===== src/rtl/nfas_pkg.sv =====
// Package: constants and payload types for the non-IEEE float adder.
`default_nettype none
package nfas_pkg;
    localparam logic [31:0] SIGN_BIT   = 32'h8000_0000;
    localparam logic [31:0] MAG_MASK   = 32'h7fff_ffff;
    localparam logic [0:0]  OP_ADD     = 1'b0;
    localparam logic [0:0]  OP_SUB     = 1'b1;

    typedef struct packed {
        logic [0:0]  opcode;
        logic [31:0] operand_a;
        logic [31:0] operand_b;
    } t_in_item;

    typedef struct packed {
        logic [31:0] sum_word;
    } t_out_item;
endpackage
`default_nettype wire


===== src/rtl/nfas_if.sv =====
// Interfaces: valid/ready channels for operands and results.
`default_nettype none
interface nfas_in_if;
    logic              valid;
    logic              ready;
    nfas_pkg::t_in_item payload;
    modport source (output valid, output payload, input ready);
    modport sink   (input valid, input payload, output ready);
endinterface

interface nfas_out_if;
    logic               valid;
    logic               ready;
    nfas_pkg::t_out_item payload;
    modport source (output valid, output payload, input ready);
    modport sink   (input valid, input payload, output ready);
endinterface
`default_nettype wire


===== src/rtl/nfas_core.sv =====
// Core: combinational add/subtract datapath for one operand pair.
`default_nettype none
module nfas_core (
    input  wire logic [0:0]  i_opcode,
    input  wire logic [31:0] i_a,
    input  wire logic [31:0] i_b,
    output logic      [31:0] o_sum
);
    logic [31:0] bs, a, b, am, bm, sm, nm;
    logic [7:0]  ae, be, gap;
    logic [5:0]  lz;
    logic [9:0]  ce;

    always_comb begin
        bs = (i_opcode == nfas_pkg::OP_SUB) ? (i_b ^ nfas_pkg::SIGN_BIT) : i_b;
        if ((i_a & nfas_pkg::MAG_MASK) < (bs & nfas_pkg::MAG_MASK)) begin
            a = bs;
            b = i_a;
        end else begin
            a = i_a;
            b = bs;
        end
        ae  = a[30:23];
        be  = b[30:23];
        gap = ae - be;
        am  = {7'd0, 1'b1, a[22:0], 1'b0};
        bm  = {7'd0, 1'b1, b[22:0], 1'b0};
        if (gap > 8'd24) begin
            bm = '0;
        end else begin
            bm = bm >> gap[4:0];
        end
        sm = (a[31] ^ b[31]) ? (am - bm) : (am + bm);
        lz = 6'd32;
        for (int i = 0; i < 32; i++) begin
            if (sm[i]) begin
                lz = 6'(31 - i);
            end
        end
        nm = (sm << lz[4:0]) >> 8;
        ce = {2'b00, ae} + 10'd7 - {4'd0, lz};
        if (be == 8'd0) begin
            o_sum = (ae != 8'd0) ? a : (a & b & nfas_pkg::SIGN_BIT);
        end else if (a == (b ^ nfas_pkg::SIGN_BIT)) begin
            o_sum = '0;
        end else if (lz[5]) begin
            o_sum = '0;
        end else if (ce[9] || ce == 10'd0) begin
            o_sum = a & nfas_pkg::SIGN_BIT;
        end else if (ce[8]) begin
            o_sum = a | nfas_pkg::MAG_MASK;
        end else begin
            o_sum = {a[31], ce[7:0], nm[22:0]};
        end
    end
endmodule
`default_nettype wire


===== src/rtl/nonieee_float32_add_sub.sv =====
// Top level: registered single-pass non-IEEE float32 adder/subtractor.
// One operation per cycle while the output is not stalled: an operand transfer
// is registered in the input register, passes the combinational add/normalize
// path and lands in the output register. The input is taken whenever the
// input register is empty or its contents move on, which is when the output
// register is empty or its result is transferred.
`default_nettype none
module nonieee_float32_add_sub (
    input  wire logic  i_clk,
    input  wire logic  i_rst_n,
    nfas_in_if.sink    i_in,
    nfas_out_if.source o_out
);
    logic               r_sv, r_ov, adv_s, adv_o;
    nfas_pkg::t_in_item r_s;
    logic [31:0]        r_sum, sum;

    assign adv_o      = !r_ov || o_out.ready;
    assign adv_s      = !r_sv || adv_o;
    assign i_in.ready = adv_s;

    nfas_core u_core (
        .i_opcode (r_s.opcode),
        .i_a      (r_s.operand_a),
        .i_b      (r_s.operand_b),
        .o_sum    (sum)
    );

    always_ff @(posedge i_clk) begin
        if (!i_rst_n) begin
            r_sv <= 1'b0;
            r_ov <= 1'b0;
        end else begin
            if (adv_s) r_sv <= i_in.valid;
            if (adv_o) r_ov <= r_sv;
        end
        if (adv_s) r_s <= i_in.payload;
        if (adv_o && r_sv) r_sum <= sum;
    end

    assign o_out.valid            = r_ov;
    assign o_out.payload.sum_word = r_sum;
endmodule
`default_nettype wire

===== src/flat_wrapper.sv =====
// flat-port wrapper written by rule: the top's interface ports become plain ports
module nonieee_float32_add_sub_flat 
  (i_clk, i_rst_n, i_in_valid, i_in_payload, i_in_ready, o_out_valid, o_out_payload, o_out_ready);
  nfas_in_if i_in_i ();
  nfas_out_if o_out_i ();
  input  wire logic i_clk;
  input  wire logic i_rst_n;
  input wire logic [$bits(i_in_i.valid)-1:0] i_in_valid;
  input wire logic [$bits(i_in_i.payload)-1:0] i_in_payload;
  output wire logic [$bits(i_in_i.ready)-1:0] i_in_ready;
  output wire logic [$bits(o_out_i.valid)-1:0] o_out_valid;
  output wire logic [$bits(o_out_i.payload)-1:0] o_out_payload;
  input wire logic [$bits(o_out_i.ready)-1:0] o_out_ready;
  assign i_in_i.valid = i_in_valid;
  assign i_in_i.payload = i_in_payload;
  assign i_in_ready = i_in_i.ready;
  assign o_out_valid = o_out_i.valid;
  assign o_out_payload = o_out_i.payload;
  assign o_out_i.ready = o_out_ready;
  nonieee_float32_add_sub u_core (.i_clk(i_clk), .i_rst_n(i_rst_n), .i_in(i_in_i), .o_out(o_out_i));
endmodule

===== config.mk =====
export PLATFORM = sky130hd
export DESIGN_NAME = nonieee_float32_add_sub_flat
export DESIGN_NICKNAME = d
export VERILOG_FILES = /design/src/rtl/nfas_pkg.sv /design/src/rtl/nfas_if.sv /design/src/rtl/nfas_core.sv /design/src/rtl/nonieee_float32_add_sub.sv /design/src/flat_wrapper.sv
export SDC_FILE = /design/constraint.sdc
export NUM_CORES = 1
export LEC_CHECK = 0
export CORE_MARGIN = 10
export CORE_UTILIZATION = 25
export CTS_CLUSTER_SIZE = 14
export DETAILED_ROUTE_END_ITERATION = 6
export DONT_BUFFER_PORTS = 1
export HOLD_SLACK_MARGIN = 0.12
export PLACE_DENSITY = 0.35
export SYNTH_ARGS = -nofsm -noshare
export SYNTH_HDL_FRONTEND = slang
export SYNTH_HIERARCHICAL = 1
export SYNTH_SLANG_ARGS = --single-unit

===== constraint.sdc =====
create_clock -name i_clk -period 21.2 [get_ports i_clk]
set_clock_uncertainty 0.1 [all_clocks]
set_input_delay 4.24 -clock i_clk [delete_from_list [all_inputs] [get_ports i_clk]]
set_output_delay 4.24 -clock i_clk [all_outputs]
set_load 0.01 [all_outputs]

== Word-level counts from Yosys, hierarchy flattened ==
Cells that the tools add are included.

* Output and inout bits: 34
* Input port bits: 69
* Logic and storage cells: 72
* Register bits after elaboration: 99

* Bitwise operators: 4
* Eq/ne operators: 1
* Multiplexer cells: 43
* Reduce and logical (&&, ||, !) cells: 9
* Magnitude comparators: 2
* Shift operators: 2
* Add/sub/neg operators: 5

{| class="wikitable"
|+ Operators with widths
! operator !! number
|-
| $mux 32 || 9
|-
| $mux 6 || 32
|-
| $mux 31 || 2
|-
| $add 25x32->32 || 1
|-
| $and 32x32->32 || 1
|-
| $eq 32x32->1 || 1
|-
| $shl 32x5->31 || 1
|-
| $shr 25x5->32 || 1
|-
| $sub 25x32->32 || 1
|-
| $lt 31x31->1 || 1
|-
| $logic_not 10->1 || 1
|-
| $sub 9x6->10 || 1
|-
| $add 8x3->9 const B || 1
|-
| $gt 8x5->1 const B || 1
|-
| $logic_not 8->1 || 1
|-
| $reduce_bool 8->1 || 1
|-
| $sub 8x8->8 || 1
|-
| $logic_or 1x1->1 || 3
|-
| $logic_not 1->1 || 2
|-
| $not 1->1 || 2
|-
| $logic_and 1x1->1 || 1
|-
| $xor 1x1->1 || 1
|}

== Longest topological paths before layout ==
* Depth in word-level cells: 48
* Depth in mapped cells: 64
* Mapped depth without buffers: 55

== By module ==
The synthesis kept the hierarchy.

{| class="wikitable"
|+ Modules (own cells, without submodules)
! module !! area each (um2) !! instances !! cells an instance !! seq. area each (um2)
|-
| nfas_core || 9178.8 || 1 || 1354 || 0.0
|-
| nonieee_float32_add_sub || 2994.1 || 1 || 105 || 2952.8
|}

== Worst setup path before layout ==
No wires, ideal clock.

* Path kind: flip-flop to flip-flop
* Start: register u_core/r_s[50] (netlist bit)
* End: register u_core.r_sum[6], in the netlist u_core/o_out.payload[6], data pin
* Slack: 8.486 ns
* Cell stages (with the launch flop): 57
* Data required time: 20.937 ns
* Arrival time: 12.451 ns
* Buffers on the path: 10
* Setup time: 0.163 ns
* Clock period less this slack: 12.714 ns
* Cells stage by stage: edfxtp_1 > ha_1 > nand4_1 > and4bb_1 > o21ai_1 > and3_1 > o21ai_1 > buf_2 > buf_1 > buf_1 > clkbuf_1 > clkbuf_1 > buf_1 > a22oi_1 > ha_1 > or4_1 > nand2_1 > clkbuf_1 > (+21 left out) > buf_6 > buf_2 > ha_1 > ha_1 > a21o_1 > a21oi_1 > o21bai_1 > a21oi_1 > o21bai_1 > a21oi_1 > xnor2_1 > nor2_1 > and3_1 > nor2_1 > nand2_1 > nor2_1 > inv_1 > o221ai_1

* Word-level cells in the longest chain between the ends: 46
* Elaborated cells on any way between the ends: 58
* Those cells by class: 5 x add/sub; 2 x order compare; 1 x eq/ne; 2 x shift; 42 x mux; 2 x bitwise; 4 x reduce/logical

{| class="wikitable"
|+ Ends and longest elaborated chain
! element !! RTL line !! source
|-
| start, declared || nonieee_float32_add_sub.sv:15 || <nowiki>nfas_pkg::t_in_item r_s;</nowiki>
|-
| start signal, assigned || nonieee_float32_add_sub.sv:37 || <nowiki>if (adv_s) r_s <= i_in.payload;</nowiki>
|-
| $lt 31x31->1 || nfas_core.sv:16 || <nowiki>if ((i_a & nfas_pkg::MAG_MASK) < (bs & nfas_pkg::MAG_MASK)) begin</nowiki>
|-
| $mux 32 || nfas_core.sv:16 ||
|-
| $sub 8x8->8 || nfas_core.sv:25 || <nowiki>gap = ae - be;</nowiki>
|-
| $gt 8x5->1 or $shr 25x5->32 (tied branches) || nfas_core.sv:28, nfas_core.sv:31 ||
|-
| $mux 32 || nfas_core.sv:28 || <nowiki>if (gap > 8'd24) begin</nowiki>
|-
| $add 25x32->32 or $sub 25x32->32 (tied branches) || nfas_core.sv:33 || <nowiki>sm = (a[31] ^ b[31]) ? (am - bm) : (am + bm);</nowiki>
|-
| $mux 32 || nfas_core.sv:33 ||
|-
| $mux 6 (32 in a row) || nfas_core.sv:36 || <nowiki>if (sm[i]) begin</nowiki>
|-
| $sub 9x6->10 || nfas_core.sv:41 || <nowiki>ce = {2'b00, ae} + 10'd7 - {4'd0, lz};</nowiki>
|-
| $logic_not 10->1 || nfas_core.sv:48 || <nowiki>end else if (ce[9] || ce == 10'd0) begin</nowiki>
|-
| $logic_or 1x1->1 || nfas_core.sv:48 ||
|-
| $mux 31 || nfas_core.sv:48 ||
|-
| $mux 32 || nfas_core.sv:46 || <nowiki>end else if (lz[5]) begin</nowiki>
|-
| $mux 32 || nfas_core.sv:44 || <nowiki>end else if (a == (b ^ nfas_pkg::SIGN_BIT)) begin</nowiki>
|-
| $mux 32 (*) || nfas_core.sv:42 || <nowiki>if (be == 8'd0) begin</nowiki>
|-
| named net u_core.sum[6] || nonieee_float32_add_sub.sv:16 || <nowiki>logic [31:0] r_sum, sum;</nowiki>
|-
| end signal, assigned || nonieee_float32_add_sub.sv:38 || <nowiki>if (adv_o && r_sv) r_sum <= sum;</nowiki>
|-
| end, declared || nonieee_float32_add_sub.sv:16 ||
|}

The timed path passes the listed nets; every way through them passes the cells marked *.
A chain may end at the register's enable or synchronous reset.

== Worst setup path after layout ==
* Start: register u_core/r_s[55] (netlist bit)
* End: register u_core.r_sum[1], in the netlist u_core/o_out.payload[1], data pin

The elaborated chain is that of the path after synthesis.

==> impl_metrics.json <==
{
  "synth-seq-area-share": 0.243,
  "worst_slew_pin_slew_ns": 1.42,
  "grt.overflow.total": 0,
  "r2r.worst_path.cells": 51,
  "start_util": 0.254,
  "clk_path_buf_depth": 2,
  "tns_ns": 0,
  "ys_ff_latch": 99,
  "place.port_buffers": 0,
  "cts_resized": 0,
  "finalSetupViolations": 0,
  "antenna_found_initial": 4,
  "postRouteAntennaNets": 0,
  "rr_startpoint": "u_core/r_s[55]$_DFFE_PP_",
  "status": "complete, no violations",
  "slowest_delay_ns": 0.65,
  "core_um2": 47900,
  "setup_ws_ns": 6.75,
  "crit_path_max_fanout": 62,
  "die_w_um": 241,
  "layout-drive-gt1-share": 0.0970,
  "grt_start_max_net_pins": 63,
  "first_pass_iters": 5,
  "grt_util_all_layers": 0.164,
  "cp.arrival_ns": 14.46,
  "syn_area_per_cell_um2": 8.34,
  "cp.required_ns": 21.21,
  "dp_hpwl_um": 39500,
  "slowest_stage": "o41ai_1",
  "holdCritPathClass": "register to register",
  "final.period_utilization": 0.682,
  "crit_top_cell": "a21oi_1",
  "hold_buffers": 0,
  "period_needed_ns": 14.45,
  "powerDensity_nw_per_um2": 112,
  "critPathKind": "register to register",
  "fill_cells": 5177,
  "insertion_delay_ns": 0.39,
  "min_delay_path_depth": 1,
  "clkTransAtPathRegs_ns": 0.07,
  "synthDistinctLibCells": 101,
  "route.detailed.drc": 0,
  "cts_root_buf": "clkbuf_16",
  "holdPathEnd": "u_core/o_out.valid$_SDFFE_PN0P_",
  "reg2reg_to": "u_core/o_out.payload[1]$_DFFE_PP_",
  "io-pin-count": 103,
  "syn_area_um2": 12200,
  "grt_pass1_wl_um": 70800,
  "die_h_um": 241,
  "maxCapViolCount": 0,
  "fmaxAchievable_mhz": 69.2,
  "slew_violations": 0,
  "synth_fp_nets": 1625,
  "drt_iter0_drc": 779,
  "synthCells": 1459,
  "hold_violations": 0,
  "critPathCaptureType": "register",
  "numCtsBuffers": 9,
  "slew_headroom": 0.0402,
  "reg2reg_slack_ns": 6.75,
  "cts_setup_buffers": 0,
  "final_nets": 1583,
  "gp_congestion": 0.880,
  "post_drt_wl_per_cell_um": 23.5,
  "grt_pass1_vias": 10900,
  "async_flop_share": 0,
  "start_kind": "register",
  "utilization": 0.274,
  "peakVddDrop_v": 0.0000569,
  "tritoncts": "done",
  "vias": 11100,
  "synth_edf_count": 97,
  "routed_wl_um": 47800,
  "power.total_mw": 1.48,
  "syn_to_final_growth_pct": 7.88,
  "rsz0062_at_grt": "false",
  "viasPerCell": 5.44,
  "num_rows": 80,
  "hp-start": "u_core/r_sv$_SDFFE_PN0P_",
  "clock-sinks": 99,
  "synth.yosys.warnings": 6,
  "die_area_um2": 57900,
  "leakage_nw": 5.29,
  "synthFlopType": "edfxtp_1",
  "pre_cts_ws_ns": 6.91,
  "cts_max_level": 3
}
-- cell usage in the layout (no fill, tap or decap), types with 24 or more instances in the layout --
cell type / netlist / routed
a21oi_1: 108 / 108
buf_4: 5 / 26
edfxtp_1: 97 / 97
ha_1: 94 / 93
inv_1: 100 / 100
mux2_2: 32 / 32
mux2i_1: 85 / 85
nand2_1: 149 / 148
nand2b_1: 24 / 24
nand3_1: 27 / 27
nor2_1: 109 / 109
nor3_1: 27 / 27
o21ai_0: 100 / 94
-- worst max-delay path, delay by kind of cell (launching register included) --
| family | cells | cell delay [ns] |
|---|---|---|
| AO/OA/AOI/OAI | 20 | 4.86 |
| XOR/XNOR | 1 | 0.08 |
| adder cells (fa/ha/maj) | 5 | 1.75 |
| AND/OR/NAND/NOR | 17 | 4.52 |
| buffers and inverters | 8 | 2.31 |
| flip-flops | 1 | 0.47 |
-- flip-flops by register name, indices dropped and copies added, names as in the netlist --
name / count
u_core/r_sv: 1
u_core/o_out.payload: 32
u_core/r_s: 65
u_core/o_out.valid: 1
-- layer usage --
layer	GRT usage	vias up	share of wire
li1	-	5381	-
met1	0.218	5360	0.46
met2	0.261	294	0.46
met3	0.0329	51	0.055
met4	0.0537	4	0.022
met5	0	-	0.00044
-- final cells by class --
cell class | count | area [µm²] | share of cell area
antenna | 2 | 5.00 | 0.000381
multi-input combinational | 1179 | 8520 | 0.649
tap | 615 | 769 | 0.0586
timing repair buffer | 26 | 195 | 0.0149
clock buffer | 9 | 225 | 0.0171
inverter | 102 | 383 | 0.0292
clock inverter | 7 | 81.3 | 0.00619
sequential | 99 | 2950 | 0.225
-- cell families after synthesis --
| kind of cell | Yosys count | synth area share |
|---|---|---|
| simple gates | 472 | 0.193 |
| mux | 134 | 0.131 |
| buf+inv | 181 | 0.0610 |
| fa+ha+maj | 97 | 0.102 |
| xor+xnor | 34 | 0.0245 |
| flops | 99 | 0.243 |
| compound gates | 442 | 0.247 |
-- synthesized netlist by cell type, drive strengths merged, types with 24 or more instances --
master	count	share of area
o21ai	107	0.046
a21oi	110	0.046
nand3	27	0.011
nor3	29	0.013
mux2	32	0.030
ha	94	0.097
inv	102	0.031
nand2	150	0.046
mux2i	86	0.072
clkbuf	50	0.015
nand2b	24	0.012
edfxtp	97	0.24
buf	29	0.014
nor2	109	0.034
-- where the power goes --
part / internal, mW / total (mW) / switching, mW
Sequential: 0.256 / 0.280 / 0.0238
Combinational: 0.369 / 1.02 / 0.652
Clock: 0.0937 / 0.176 / 0.0822
Total: 0.719 / 1.48 / 0.758
-- worst max-delay path by stage --
stage                                   startpoint                           endpoint
after CTS                 u_core/r_s[55]$_DFFE_PP_  u_core/o_out.payload[3]$_DFFE_PP_
final                     u_core/r_s[55]$_DFFE_PP_  u_core/o_out.payload[1]$_DFFE_PP_
after global placement    u_core/r_s[55]$_DFFE_PP_  u_core/o_out.payload[1]$_DFFE_PP_
after global routing      u_core/r_s[23]$_DFFE_PP_  u_core/o_out.payload[3]$_DFFE_PP_
after detailed placement  u_core/r_s[55]$_DFFE_PP_  u_core/o_out.payload[3]$_DFFE_PP_
after floorplan           u_core/r_s[50]$_DFFE_PP_  u_core/o_out.payload[6]$_DFFE_PP_
-- stage by stage --
step | cell area [µm²] | hold slack [ns] | std cells
6_report | 13100 | 0.454 | 2039
5_1_grt | 13100 | 0.479 | 2037
4_1_cts | 13100 | 0.456 | 2037
3_5_place_dp | 12800 | 0.435 | 2021
3_3_place_gp | 12800 | 0.430 | 2021
2_1_floorplan | 12200 | 0.368 | 1459
(Power assumes the default switching activity.)
